[config.mk]
export PLATFORM = sky130hd
export DESIGN_NAME = gbfs_ram
export DESIGN_NICKNAME = d
export VERILOG_FILES = /design/src/sv/gbfs_ram.sv
export SDC_FILE = /design/constraint.sdc
export NUM_CORES = 1
export LEC_CHECK = 0
export BUFFER_PORTS_ARGS = -buffer_cell sky130_fd_sc_hd__buf_2
export CAP_MARGIN = 20
export CORE_AREA = 10 10 236 238
export CTS_CLUSTER_SIZE = 14
export DETAILED_ROUTE_END_ITERATION = 10
export DIE_AREA = 0 0 246 248
export GPL_TIMING_DRIVEN = 1
export PLACE_DENSITY = 0.64
export SLEW_MARGIN = 15
export SYNTH_ARGS = -nofsm -noshare
export SYNTH_HDL_FRONTEND = slang
export SYNTH_SLANG_ARGS = --single-unit
[constraint.sdc]
create_clock -name clk -period 2.5 [get_ports clk]
set_input_delay 0.5 -clock clk [delete_from_list [all_inputs] [get_ports clk]]
set_output_delay 0.5 -clock clk [all_outputs]
set_load 0.03 [all_outputs]
[src/sv/gbfs_ram.sv]
// Generic simple dual-port RAM with one write port and a registered read port.
module gbfs_ram #(
  parameter int WIDTH = 8,
  parameter int DEPTH = 64,
  parameter int AW    = (DEPTH > 1) ? $clog2(DEPTH) : 1
) (
  input  logic             clk,
  input  logic             wr_en,
  input  logic [AW-1:0]    wr_addr,
  input  logic [WIDTH-1:0] wr_data,
  input  logic [AW-1:0]    rd_addr,
  output logic [WIDTH-1:0] rd_data
);

  logic [WIDTH-1:0] mem [DEPTH];

  always_ff @(posedge clk) begin
    if (wr_en) begin
      mem[wr_addr] <= wr_data;
    end
    rd_data <= mem[rd_addr];
  end

endmodule

[Yosys cells after proc, flatten, opt, wreduce, memory -nomap -nowiden]
Memories as Yosys holds them, arrays and structs flattened. A register that Yosys moved wholly into a read port is not among the register bits.
Cells that the tools add are included.
W data, S select, Z words.
Storage, ports and cells
  bits in registers: 0
  bits in writable memories: 512
  input port bits: 22
  output and inout port bits: 8
  memories kept: 1
Cells by class
  multiplexer cells: 2
Memories
  mem: words 64, width 8, read ports 1, clocked after Yosys merged registers in 1, write ports 1, RTL line 15  | logic [WIDTH-1:0] mem [DEPTH];
Operators by type and width (count)
  $mux W1: 2

[Depth between registers and ports, before layout]
  depth in word-level cells: 2
  depth in mapped cells: 9
  gate-level depth less buffers: 5

[Least setup slack after synthesis]
OpenSTA, ideal clock, no wires.
  path type: input -> register
  start point: input rd_addr[1]
  end point: register rd_data[3] (read register of mem)
  arrival: 2.040 ns
  setup slack: 0.332 ns
  stages on the path: 7
  path through: buf_4 -> buf_2 -> buf_2 -> mux4_2 -> mux4_2 -> o21ai_1 -> o41ai_1
RTL lines
  start: declaration: RTL line 11  | input logic [AW-1:0] rd_addr,
  end: declaration: RTL line 12  | output logic [WIDTH-1:0] rd_data

==> run summary <==
### Detailed routing
- 46800 um — Total Routed Length
- 0 — Routed Antenna Nets
- met4 — uppermost routed layer
- 25.6 um — average wire per cell in the routed design
- 3840 um — Routed met3 length
- 5 — First-pass DRT Iterations
- 20000 um — WL met1
- 1217 — Iteration-0 DRC Markers
- 10100 — number of vias after detailed routing
- 5.49 — routed via count divided by cell count
- 0 — Post-route DRC
- 22100 um — total met2 wirelength after detailed routing

### Worst setup path
- 2.40 ns — arrival time at the worst endpoint
- 2.96 ns — data required time of the critical path
- register — type of element capturing the critical path
- primary input to register — Worst Setup Path Type
- 13 — largest fanout of any net on the critical path
- 0.58 ns — worst-case register-to-register setup slack
- 5 — r2r worst-path depth
- rd_data[6] — endpoint of the most critical register-to-register path
- primary input — category of the worst setup path launch point
- mem[53][6] — worst flop-to-flop path startpoint

### GRT
- 0 — GR Overflow Total
- 65 — pin count of the biggest net entering global routing
- 3 — antenna violations before repair
- 0.155 — total track usage
- 10300 — vias in the first global route
- 69500 um — global-route wire length before repair

### STA
- 0 — number of endpoints with negative hold slack in the final report
- 0.514 GHz — top achievable clock speed
- 0 — Final Slew Violations
- 1.94 ns — fin crit period
- no — unrepaired setup endpoints after global routing
- 0 — Setup violations, final
- 0.778 — post-route fraction of the period consumed by the critical path
- 0.851 ns — Tightest Pin Transition
- 0.0235 ns — worst-case clock skew
- 0 ns — Setup TNS
- 0.433 — relative max-transition margin

### Clocking
- 2 — H-tree depth reported by CTS
- 0 — post-cts repair resize count
- 0.60 ns — worst skew pair latency
- 0 — Post-CTS Hold Fix Bufs
- sky130_fd_sc_hd__clkbuf_16 — clock root buffer
- 3 — maximum number of buffers from clock root to sink
- 0.06 ns — clock-pin slew reported for the worst setup and hold paths after clock tree synthesis
- 52 — Num CTS Buffers
- 520 — Sinks on Clock Net
- 0 — buffer count from post-CTS setup fixing
- yes — clock tree from TritonCTS

### Power
- 558 uV — peak supply drop
- 781 mW/mm2 — power per cell area
- 0.00769 uW — Leakage Power

### Final layout
- sky130_fd_sc_hd__edfxtp_1 — most common cell after layout, fill and taps aside
- 0.0238 mm2 — final design area excluding fillers
- 0.333 — proportion of layout cells with a drive suffix above 1
- 0.467 — Util after Layout
- 512 x sky130_fd_sc_hd__edfxtp_1, 126 x sky130_fd_sc_hd__mux4_2, 120 x sky130_fd_sc_hd__buf_4 — leading cell types in the layout, fill and taps excluded
- 18.1% — area growth from synthesis to layout
- 1129 — NumNets Final
- 0 — Antenna Cells

### Synth
- 0.762 — fraction of synthesized cell area taken by the top area cell type
- 0 — fraction of registers with async set/reset
- 21.5 um2 — synthesized area per cell
- 962 — Synthesized Nets
- sky130_fd_sc_hd__edfxtp_1 76%, sky130_fd_sc_hd__mux4_2 14%, sky130_fd_sc_hd__nor2_1 1.5% — main area contributors after synthesis
- 40 — distinct cell type count of the synthesized netlist
- 940 — post-synthesis cell count
- sky130_fd_sc_hd__edfxtp_1 — library cell with the largest summed area after synthesis
- sky130_fd_sc_hd__edfxtp_1 — most used flip-flop cell after synthesis
- 520 — Yosys reg bits
- 0.0202 mm2 — area of the mapped netlist
- 512 — number of synthesized flops with an enable pin
- 0.770 — sequential share of the synthesized area
- 0 — number of warnings reported in the yosys synthesis log

### Min path
- primary input to register — type of the most critical hold path
- wr_data[4] — start point of the worst min-delay path
- 1 — number of cells on the worst hold path
- mem[3][4] — Worst Hold Endpoint

### Floorplan
- 0.0510 mm2 — placeable core region
- 0.0610 mm2 — die footprint
- 30 — number of top-level pins
- 248 um — height of the chip
- 83 — floorplan row count
- 0.396 — Starting Density
- 246 um — DIE WIDTH

### Status
- finished, final reports clean — run status

### Placed design
- 29 — number of buffers added on ports
- 0.0221 mm2 — cell area after placement
- 0.828 — placer's final routability congestion estimate
- 30500 um — DP Wirelength

### Flow run
- 0 — max capacitance violation total

-- metal layers --
metal	track usage	vias to the layer above
met4	0.0387	0
li1	-	4265
met2	0.242	417
met5	0	-
met3	0.0301	62
met1	0.221	5308
-- worst max path at each step --
stage	cells after the start	end	from	slack, ns
3_3_place_gp	7	rd_data[3]	rd_addr[0]	-0.02
5_1_grt	7	rd_data[3]	rd_addr[0]	0.49
6_report	7	rd_data[6]	rd_addr[0]	0.56
2_1_floorplan	7	rd_data[3]	rd_addr[1]	0.33
3_5_place_dp	7	rd_data[6]	rd_addr[0]	-0.03
4_1_cts	7	rd_data[6]	rd_addr[0]	0.58
-- logic make-up after synthesis --
family | after synthesis | synth area share
multiplexers | 162 | 0.159
AND/OR/NAND/NOR | 153 | 0.0339
flip-flops | 520 | 0.770
buffers and inverters | 51 | 0.0157
AO/OA/AOI/OAI | 54 | 0.0207
-- per-stage QoR --
| step | cells | power (uW) | setup slack, ns | hold WS [ns] |
|---|---|---|---|---|
| floorplan | 940 | 10400 | 0.332 | 0.599 |
| global placement | 1733 | 10900 | -0.0181 | 0.800 |
| detailed placement | 1733 | 10900 | -0.0335 | 0.818 |
| CTS | 1831 | 18700 | 0.584 | 0.247 |
| global route | 1831 | 19200 | 0.491 | 0.266 |
| finish | 1831 | 18600 | 0.556 | 0.272 |
-- worst max-delay path: stages --
cell and delay (ns):
sky130_fd_sc_hd__clkbuf_8 0.21, sky130_fd_sc_hd__buf_12 0.20, sky130_fd_sc_hd__mux4_2 0.56, sky130_fd_sc_hd__mux4_2 0.53, sky130_fd_sc_hd__nor2_1 0.18, sky130_fd_sc_hd__buf_4 0.14
sky130_fd_sc_hd__o32ai_1 0.06
-- Yosys cell counts (2+ instances only) --
library cell / instances
sky130_fd_sc_hd__nand3b_1: 3
sky130_fd_sc_hd__nand3_1: 13
sky130_fd_sc_hd__a221oi_1: 6
sky130_fd_sc_hd__buf_12: 2
sky130_fd_sc_hd__buf_2: 11
sky130_fd_sc_hd__a2111oi_0: 2
sky130_fd_sc_hd__edfxtp_1: 512
sky130_fd_sc_hd__buf_4: 13
sky130_fd_sc_hd__dfxtp_1: 8
sky130_fd_sc_hd__buf_6: 4
sky130_fd_sc_hd__nand4_1: 2
sky130_fd_sc_hd__o21a_1: 2
sky130_fd_sc_hd__o32ai_1: 2
sky130_fd_sc_hd__a22oi_1: 3
sky130_fd_sc_hd__nand2_1: 19
sky130_fd_sc_hd__nor4_1: 2
sky130_fd_sc_hd__o21ai_1: 2
sky130_fd_sc_hd__nand2b_1: 7
sky130_fd_sc_hd__o41ai_1: 2
sky130_fd_sc_hd__o2111ai_1: 3
sky130_fd_sc_hd__o22ai_1: 8
sky130_fd_sc_hd__buf_1: 4
sky130_fd_sc_hd__mux2i_1: 23
sky130_fd_sc_hd__a21oi_1: 3
sky130_fd_sc_hd__clkbuf_1: 17
sky130_fd_sc_hd__a211oi_1: 4
sky130_fd_sc_hd__mux4_2: 126
sky130_fd_sc_hd__nor2_1: 83
sky130_fd_sc_hd__o2bb2ai_1: 3
sky130_fd_sc_hd__o21ai_0: 2
sky130_fd_sc_hd__mux2_2: 13
sky130_fd_sc_hd__o221a_2: 2
sky130_fd_sc_hd__nor2b_1: 14
sky130_fd_sc_hd__nor3_1: 7
sky130_fd_sc_hd__o221ai_1: 8
-- state kept, by name, indices dropped and copies added (netlist names) --
register and cells:
mem 512, rd_data 8
-- area by class of cell --
class / count / area, um2
repair buffers: 164 / 1390
fillers: 4178 / 27200
clock buffers: 63 / 1390
clock inverters: 35 / 355
flip-flops and latches: 520 / 15500
multi-input cells: 369 / 4320
well taps: 680 / 851
-- where the power goes --
| part | switching, uW | internal [uW] |
|---|---|---|
| Clock | 3240 | 4670 |
| Combinational | 598 | 417 |
| Sequential | 39.7 | 9650 |
| Total | 3870 | 14700 |
Note: power is estimated with default switching activity, not from simulation.
